<file path="src/rtl/sfme_pkg.sv">
// ----------------------------------------------------------------------------
// sfme_pkg: shared types and helpers for the flow meter estimator
// Division lane word, step count and lane setup used by the divider chains.
// ----------------------------------------------------------------------------
package sfme_pkg;

	localparam int NUM_W     = 48;
	localparam int DIV_STEPS = 33;
	localparam int REM_W     = 33;

	localparam logic [31:0] SAT32 = 32'hFFFF_FFFF;

	// register indexes
	localparam logic [2:0] REG_STARTUP_PULSES = 3'd0;
	localparam logic [2:0] REG_STARTUP_VOLUME = 3'd1;
	localparam logic [2:0] REG_STABLE_PPL     = 3'd2;
	localparam logic [2:0] REG_STARTUP_TIME   = 3'd3;
	localparam logic [2:0] REG_STABLE_FLOW    = 3'd4;

	// one restoring division in flight
	typedef struct packed {
		logic [REM_W-1:0] rem;
		logic [NUM_W-1:0] num;
		logic [31:0]      d;
		logic [REM_W-1:0] q;
		logic             ovf;
	} div_lane_t;

	// set up a lane: the top numerator bits seed the remainder, and a
	// quotient of 2^33 or more is flagged as overflow up front
	function automatic div_lane_t lane_init(input logic [NUM_W-1:0] num,
			input logic [31:0] d);
		div_lane_t l;
		l.rem = {18'd0, num[NUM_W-1:DIV_STEPS]};
		l.ovf = {18'd0, num[NUM_W-1:DIV_STEPS]} >= {1'b0, d};
		l.num = {num[DIV_STEPS-1:0], 15'd0};
		l.d   = d;
		l.q   = '0;
		return l;
	endfunction

endpackage

</file>
<file path="src/rtl/sfme_div_cell.sv">
// ----------------------------------------------------------------------------
// sfme_div_cell: one restoring division step
// Takes one numerator bit, compare-subtracts the divisor, hands on the lane.
// ----------------------------------------------------------------------------
module sfme_div_cell import sfme_pkg::*; (
	input  logic      clk,
	input  logic      en,
	input  div_lane_t lane_i,
	output div_lane_t lane_o
);

	logic [REM_W-1:0] r2;
	logic             ge;

	// shift in next bit and trial subtract
	always_comb begin
		r2 = {lane_i.rem[REM_W-2:0], lane_i.num[NUM_W-1]};
		ge = r2 >= {1'b0, lane_i.d};
	end

	always_ff @(posedge clk) begin
		if (en) begin
			lane_o.rem <= ge ? (r2 - {1'b0, lane_i.d}) : r2;
			lane_o.num <= {lane_i.num[NUM_W-2:0], 1'b0};
			lane_o.d   <= lane_i.d;
			lane_o.q   <= {lane_i.q[REM_W-2:0], ge};
			lane_o.ovf <= lane_i.ovf;
		end
	end

endmodule

</file>
<file path="config.mk">
export PLATFORM = sky130hd
export DESIGN_NAME = sfme_div_cell
export DESIGN_NICKNAME = d
export VERILOG_FILES = /design/src/rtl/sfme_pkg.sv /design/src/rtl/sfme_div_cell.sv
export SDC_FILE = /design/constraint.sdc
export NUM_CORES = 1
export LEC_CHECK = 0
export BUFFER_PORTS_ARGS = -buffer_cell sky130_fd_sc_hd__buf_2
export CAP_MARGIN = 20
export CELL_PAD_IN_SITES_DETAIL_PLACEMENT = 1
export CELL_PAD_IN_SITES_GLOBAL_PLACEMENT = 1
export CORE_MARGIN = 2
export CORE_UTILIZATION = 34
export CTS_CLUSTER_SIZE = 14
export DETAILED_ROUTE_END_ITERATION = 12
export GPL_ROUTABILITY_DRIVEN = 0
export PLACE_DENSITY_LB_ADDON = 0.05
export RECOVER_POWER = 100
export SLEW_MARGIN = 20
export SYNTH_ARGS = -nofsm -noshare
export SYNTH_HDL_FRONTEND = slang
export SYNTH_SLANG_ARGS = --single-unit
</file>
<file path="constraint.sdc">
create_clock -name clk -period 2.6 [get_ports clk]
set_clock_uncertainty 0.05 [all_clocks]
set_input_delay 0.13 -clock clk [delete_from_list [all_inputs] [get_ports clk]]
set_output_delay 0.13 -clock clk [all_outputs]
set_load 0.005 [all_outputs]
</file>
# After elaboration in Yosys (flattened, before gate mapping)
# Cells that the tools add are included.
dict set report word_totals {
  regBits 146
  output_inout_bits 147
  wordCells 8
  in_bits 149
}
dict set report op_classes {
  n_lt_le_gt_ge 1
  muxes 1
  add_sub_neg 1
}
# operator n
set ops {}
lappend ops {{33-bit by 32-bit greater-or-equal comparator with 1-bit output} 1}
lappend ops {{33-bit two-way mux} 1}
lappend ops {{33-bit by 32-bit subtractor with 33-bit output} 1}

# Logic depth before layout (Yosys ltp)
# Gate-level depths: netlist of run 1.
dict set report logic_depth {
  ltp_word 2
  mapped_depth 13
  ltp_nobuf 11
}

# Worst setup path after synthesis of run 1
# No wires, ideal clock.
dict set report synth_timing {
  path_kind {in2reg}
  from {input lane_i[53] (netlist bit)}
  to {register lane_o[146] (netlist bit), data pin}
  n_path_buf 1
  stages 11
  arrival_time_ns 2.316
  path_slack_ns -0.026
  path_cell_list {inv_1 -> ha_1 -> buf_6 -> and3_4 -> a221oi_2 -> o221ai_2 -> a22o_1 -> o31ai_2 -> a211oi_1 -> a211oi_2 -> mux2_2}
}
dict set report synth_between {
  elab_chain_cells 2
  elab_cells_between_ends 3
  classes_between {add/sub (1); order compare (1); mux (1)}
}
# element line_no
set synth_rtl {}
lappend synth_rtl {{start, declared} sfme_div_cell.sv:8} ;# input div_lane_t lane_i,
lappend synth_rtl {{33-bit by 32-bit subtractor with 33-bit output / 33-bit by 32-bit greater-or-equal comparator with 1-bit output (equally long branches)} {sfme_div_cell.sv:23, sfme_div_cell.sv:18}}
lappend synth_rtl {{33-bit two-way mux (*)} sfme_div_cell.sv:23} ;# lane_o.rem <= ge ? (r2 - {1'b0, lane_i.d}) : r2;
lappend synth_rtl {{end, declared} sfme_div_cell.sv:9} ;# output div_lane_t lane_o
# Mark *: on every way between the ends. The rest lies on a longest branch, timed or not.
# A chain may end at the register's enable or synchronous reset.

# Worst setup path in the final report of run 1
dict set report layout_timing {
  from {input lane_i[140] (netlist bit)}
  to {register lane_o[144] (netlist bit), data pin}
}
# The elaborated chain is that of the path after synthesis.

==> results.yml, run 1 <==
status:
  outcome: "finished with violations"
  failed_checks: "capacitance limit, slew limit"
critical_path:
  arrival_ps: 2700
  cp_top_family: "compound AO/OA/AOI/OAI gates"
  critPathKind: "in -> reg"
  endpoint_kind: "flip-flop"
  critical_path_peak_fanout: 6
  cpMostUsedCell: "a21oi_2"
  timing.critical_path.required_ps: 2720
  critPathBufInv: 2
  crit_path_max_incr_delay_ps: 660
  timing.critical_path.from_type: "input port"
  slowest_stage: "dlygate4sd3_1"
  critical_path.cell_chain: "dlygate4sd3_1 > ha_4 > a21o_1 > a21oi_2 > nor2_1 > a21oi_2 > o2bb2ai_2 > a31o_4 > nor2_8 > clkinv_8 > mux2_4"
place:
  numPlacedInstances: 1121
  placed_area_um2: 9260
  portBuffers: 292
  place_hpwl_mm: 17.0
layout:
  finish.net_count: 1190
  layout_top_registers: "lane_o (146)"
  synthToLayoutAreaGrowth_pct: 61.6
  finalNonFillerCells: 1291
  proportion_of_layout_cells_with_a_drive_suffix_above_1_pct: 32.8
  largest_register_by_flop_count: "lane_o"
  flip_flop_count_of_the_largest_register_all_copies_and_words_added: 146
  nFillCells: 2208
  final_design_area_no_fill_um2: 11200
  insertedDiodeCount: 0
cts:
  cts.path.max_buffers: 2
  cts.htree.levels: 4
  cts.root.buffer_cell: "clkbuf_16"
  tritoncts: "done"
  clock_sinks: 146
  cts-buffers-inserted: 17
  worst_path_clk_slew_ps: 70
worst_hold_path:
  worst_hold_path_type: "in -> reg"
  min_delay_worst_endpoint: "lane_o[142]$_DFFE_PP_"
  hp-start: "lane_i[141]"
  min_path_cells: 3
routing:
  wl_mm: 25.2
  via_count: 6094
  antenna_left: 0
  vias_per_cell: 4.72
  drc: 0
  first_drt_pass_iteration_count: 4
  routed_length_per_placed_instance_um: 19.5
  drt_first_iter_violations: 286
timing:
  period_minus_slack_ps: 2580
  post-route-period-util_pct: 99.3
  setup_viol: 0
  slew-limit-headroom_pct: -33.5
  drv_slew: 41
  finalSetupTns_ps: 0
  peak_freq_mhz: 387
  timing_worst_slew_pin_value_ps: 2000
  final_hold_violating_endpoints: 0
synthesis:
  yosys_warnings: 0
  yosys_register_bits: 146
  yosys.area.top_type: "edfxtp_1"
  synth_async_sr_flop_share_pct: 0
  synth_enable_flop_cells: 146
  yosysSeqAreaShare_pct: 63.0
  synthTopCellsByCount: "edfxtp_1, inv_1, a21oi_1"
  synth.net_count: 681
  syn_avg_cell_area_um2: 13.9
  synth.top_cell.area_share_pct: 63.0
  synth-main-ff-cell: "edfxtp_1"
  synth_cells: 499
  synth_most_common_cell: "edfxtp_1"
  netlist_top_cells_area: "edfxtp_1, ha_1, mux2_4"
  synthesis.area_um2: 6960
  yosys.cell_types.count: 70
global_route:
  via_count_of_the_first_global_routing_pass: 6665
  overflow: 0
  grt_max_degree: 55
  grt_first_pass_wirelength_mm: 38.2
  grt_antenna_before_repair: 0
  grtUsageTotal_pct: 23.0
power:
  p_clk_share_pct: 35.1
  report.power.total_mw: 6.85
  switching_power_mw: 1.93
  power.density_nw_per_um2: 609
  power_report.internal_total_mw: 4.91
  fraction_of_power_spent_switching_nets_pct: 28.3
  power.combinational.fraction_pct: 22.0
  worst_ir_drop_vdd_mv: 0.457
  cellLeakagePower_nw: 4.65
  power.share.sequential_pct: 42.9
floorplanning:
  core_area_um2: 20200
  io_count: 296
  initial_core_util_pct: 34.5
  num_rows: 52
  die_h_um: 147
  die_footprint_um2: 21600
  die-width_um: 147
flow_run:
  cap_violations: 1
## layer usage
layer / GRT usage [%] / part of all wire, %
met5: 0 / 0
met4: 7.16 / 1.6
met3: 4.66 / 5.2
met2: 41.4 / 51
met1: 27.7 / 42
## layout make-up
class	count	area, µm²	share of cell area, %
clock inverter	14	144	1.28
inverter	44	178	1.58
tap	270	338	3.01
sequential	146	4380	39.0
multi-input combinational	291	2470	22.0
timing repair buffer	506	3280	29.2
timing repair inverter	2	17.5	0.156
clock buffer	18	429	3.82
## through the flow
step	utilization [%]	hold WS (ps)	worst slack, ps
after floorplan	-	179	11.4
after global placement	45.9	258	-222
after detailed placement	45.9	258	-252
after CTS	55.5	24.0	2.55
after global routing	55.7	43.8	-33.3
final	55.7	48.2	19.1
## power by group through the flow
stage | combinational (mW) | sequential, mW | clock, mW
after floorplan | 0.581 | 3.01 | 0
after global placement | 1.30 | 2.96 | 0
after detailed placement | 1.32 | 2.97 | 0
after CTS | 1.49 | 2.92 | 2.47
after global routing | 1.64 | 2.96 | 2.54
final | 1.50 | 2.94 | 2.41
## tightest hold or removal path, stage by stage
cell and delay (ps):
buf_2 110, nor3_1 60, a21oi_1 100
## placed cells by master, fill, tap and decap left out, drive strengths merged, types with 3 or more instances in the layout
cell type,count
nand4,8
nor3,8
xor2,8
mux2,24
a21oi,43
clkbuf,158
inv,52
nand2b,5
dlygate4sd3,133
o21bai,3
buf,228
ha,32
nor2,17
a211oi,4
a31oi,5
nand2,19
xnor2,17
o21ai,18
a311oi,4
edfxtp,146
o31ai,5
a21o,12
and3,5
nor2b,5
nand3,16
clkinv,7
## repair_timing
| item | in CTS | in global routing |
|---|---|---|
| hold endpoints to repair | 136 | 1 |
| setup endpoints to repair | 0 | 30 |
| hold buffers | 136 | 1 |
| setup buffers | 0 | 5 |
| resized for setup | 0 | 40 |
## worst max path at each step
stage,to,startpoint,slack (ps),cells past startpoint
floorplan,lane_o[146]$_DFFE_PP_,lane_i[53],10,11
global placement,lane_o[137]$_DFFE_PP_,lane_i[38],-220,12
detailed placement,lane_o[141]$_DFFE_PP_,lane_i[38],-250,12
CTS,lane_o[126]$_DFFE_PP_,lane_i[140],3,12
global route,lane_o[144]$_DFFE_PP_,lane_i[140],-30,11
finish,lane_o[144]$_DFFE_PP_,lane_i[140],20,11
## kinds of logic (layout without fill, tap and decap cells)
logic type	count (synthesis)	count (layout)	share of synthesized area [%]
xor+xnor	25	25	3.15
simple gates	93	93	7.18
flops	146	146	63.0
mux	24	24	4.75
compound gates	115	115	11.7
buf+inv	62	584	4.14
fa+ha+maj	33	33	6.04
other cells	1	1	0.0539
Note: power is estimated with default switching activity, not from simulation.
==> inputs of run 2 (changes only) <==
--- a/config.mk
+++ b/config.mk
@@ -5,15 +5,16 @@
 export SDC_FILE = /design/constraint.sdc
 export NUM_CORES = 1
 export LEC_CHECK = 0
-export BUFFER_PORTS_ARGS = -buffer_cell sky130_fd_sc_hd__buf_2
 export CAP_MARGIN = 20
 export CELL_PAD_IN_SITES_DETAIL_PLACEMENT = 1
 export CELL_PAD_IN_SITES_GLOBAL_PLACEMENT = 1
 export CORE_MARGIN = 2
-export CORE_UTILIZATION = 34
+export CORE_UTILIZATION = 44
 export CTS_CLUSTER_SIZE = 14
 export DETAILED_ROUTE_END_ITERATION = 12
+export DONT_BUFFER_PORTS = 1
 export GPL_ROUTABILITY_DRIVEN = 0
+export MAX_ROUTING_LAYER = met4
 export PLACE_DENSITY_LB_ADDON = 0.05
 export RECOVER_POWER = 100
 export SLEW_MARGIN = 20
==> run 2 against run 1 <==
  * The run ends with hold timing left
  * Hold slack got worse by 280 ps
  * Combinational power shrank 34%
  * Total power shrank 1.6%
  * Maximum frequency up 4.6%
  * Sequential share of layout area grew 6.8 points
  * Core utilization rose by 6.8 points
  * Highest routed layer unchanged
  * Sequential power grew 3%
  * Flip-flop and latch count did not move
  * Die area fell by 22%
  * Setup slack gained 110 ps
  * Via count is 18% lower
==> results.yml, run 2 (synthesis results as in run 1) <==
cts:
  cts-hold-fix-buffers: 145
  clock_sinks: 146
  worst_path_clk_slew_ps: 70
  cts.htree.levels: 4
  cts.root.buffer_cell: "clkbuf_16"
  cts-buffers-inserted: 17
  cts.path.max_buffers: 2
  tritoncts: "done"
  cts.repair_timing.setup_buffer_count: 0
critical_path:
  critical_path.cell_chain: "inv_1 > ha_1 > a21o_1 > clkbuf_4 > a21oi_2 > nor2_1 > o32a_1 > o2bb2ai_1 > a31o_4 > nor2_2 > inv_8 > mux2_1"
  critical_path_peak_fanout: 24
  arrival_ps: 2590
  timing.critical_path.required_ps: 2720
  slowest_stage: "o32a_1"
  timing.critical_path.from_type: "input port"
  cp_top_family: "compound AO/OA/AOI/OAI gates"
  critPathBufInv: 3
  endpoint_kind: "flip-flop"
  critPathKind: "in -> reg"
  crit_path_max_incr_delay_ps: 370
place:
  portBuffers: 0
  place_hpwl_mm: 13.8
  post-place-ws_ps: -430
status:
  failed_checks: "hold timing"
  outcome: "finished with violations"
global_route:
  grt_antenna_before_repair: 2
  overflow: 0
  via_count_of_the_first_global_routing_pass: 5391
  grtUsageTotal_pct: 27.5
  grt_max_degree: 147
  grt_first_pass_wirelength_mm: 32.8
floorplanning:
  initial_core_util_pct: 45.4
  core_area_um2: 15300
  die-width_um: 130
  io_count: 296
  num_rows: 45
  die_footprint_um2: 16800
  die_h_um: 130
worst_hold_path:
  min_delay_worst_endpoint: "lane_o[54]$_DFFE_PP_"
  min_path_cells: 0
  worst_hold_path_type: "in -> reg"
  hp-start: "en"
power:
  fraction_of_power_spent_switching_nets_pct: 25.4
  worst_ir_drop_vdd_mv: 0.490
  switching_power_mw: 1.71
  power.share.sequential_pct: 45.1
  power.combinational.fraction_pct: 14.6
  power_report.internal_total_mw: 5.02
  cellLeakagePower_nw: 3.75
  power.density_nw_per_um2: 703
  p_clk_share_pct: 40.3
layout:
  layout_commonest_cell: "edfxtp_1"
  finish.net_count: 886
  mostFrequentLayoutCells: "edfxtp_1, dlygate4sd3_1, buf_4"
  layout_top_registers: "lane_o (146)"
  flip_flop_count_of_the_largest_register_all_copies_and_words_added: 146
  largest_register_by_flop_count: "lane_o"
  proportion_of_layout_cells_with_a_drive_suffix_above_1_pct: 16.9
  synthToLayoutAreaGrowth_pct: 37.6
routing:
  routed_length_per_placed_instance_um: 24.5
  drt_first_iter_violations: 263
  drc: 0
  vias_per_cell: 5.35
  via_count: 4974
  antenna_left: 0
  wl_mm: 22.8
  first_drt_pass_iteration_count: 4
timing:
  final_hold_violating_endpoints: 146
  period_minus_slack_ps: 2470
  drv_slew: 0
  setup_viol: 0
  grt_setup_unrepaired: "no"
  fin_ws_ps: 132
  finalSetupTns_ps: 0
  post-route-period-util_pct: 94.9
  hold-worst-slack_ps: -235
  peak_freq_mhz: 405
flow_run:
  cap_violations: 0
-- run 2: changes by cell type in the layout (fill, tap and decap cells not counted), sizes merged --
cell and change:
clkdlybuf4s25 -2, dlygate4sd3 +12, dlygate4sd2 -1, bufinv +4, buf -176, inv -3
clkinv -3, diode +2, dlymetal6s4s -2, clkbuf -133
-- run 2: how the worst max path moves through the flow --
| stage | startpoint | endpoint | cells past startpoint |
|---|---|---|---|
| floorplan | lane_i[53] | lane_o[146]$_DFFE_PP_ | 11 |
| global placement | lane_i[38] | lane_o[141]$_DFFE_PP_ | 11 |
| detailed placement | lane_i[38] | lane_o[141]$_DFFE_PP_ | 11 |
| CTS | lane_i[38] | lane_o[141]$_DFFE_PP_ | 11 |
| global route | lane_i[113] | lane_o[141]$_DFFE_PP_ | 12 |
| finish | lane_i[52] | lane_o[143]$_DFFE_PP_ | 12 |
-- run 2: through the flow --
step / instances / utilization [%] / area [µm²] / total power, mW
global placement: 751 / 49.4 / 7560 / 3.87
detailed placement: 751 / 49.4 / 7560 / 3.89
floorplan: 499 / - / 6970 / 3.59
CTS: 928 / 63.0 / 9650 / 6.71
global route: 930 / 62.5 / 9580 / 6.94
finish: 930 / 62.5 / 9580 / 6.74
-- run 2: layer usage --
layer | GRT usage (%) | vias to the layer above | wire length (µm)
met5 | - | - | 0
met1 | 31.1 | 2430 | 8900
li1 | - | 2298 | -
met3 | 6.56 | 40 | 1410
met4 | 11.2 | 0 | 699
met2 | 46.9 | 206 | 11800
-- run 2: layout make-up --
type,instances,area [µm²]
Timing Repair Buffer,204,1880
Fill cell,1493,5740
Sequential cell,146,4380
Multi-Input combinational cell,291,2230
Clock inverter,14,203
Clock buffer,18,429
Tap cell,211,264
Inverter,44,173
Antenna cell,2,5.00
-- run 2: power groups by stage --
stage                     Sequential (mW)  Combinational [mW]  Clock, mW
after floorplan                      3.01               0.581          0
after global placement               3.07               0.801          0
after detailed placement             3.07               0.818          0
after CTS                            3.02                1.01       2.68
after global routing                 3.05                1.07       2.82
final                                3.03               0.984       2.72
-- run 2: repair_timing --
action,4_1_cts,5_1_grt
endpoints found under the setup margin,0,1
hold endpoints to repair,291,146
gates resized for setup,0,2
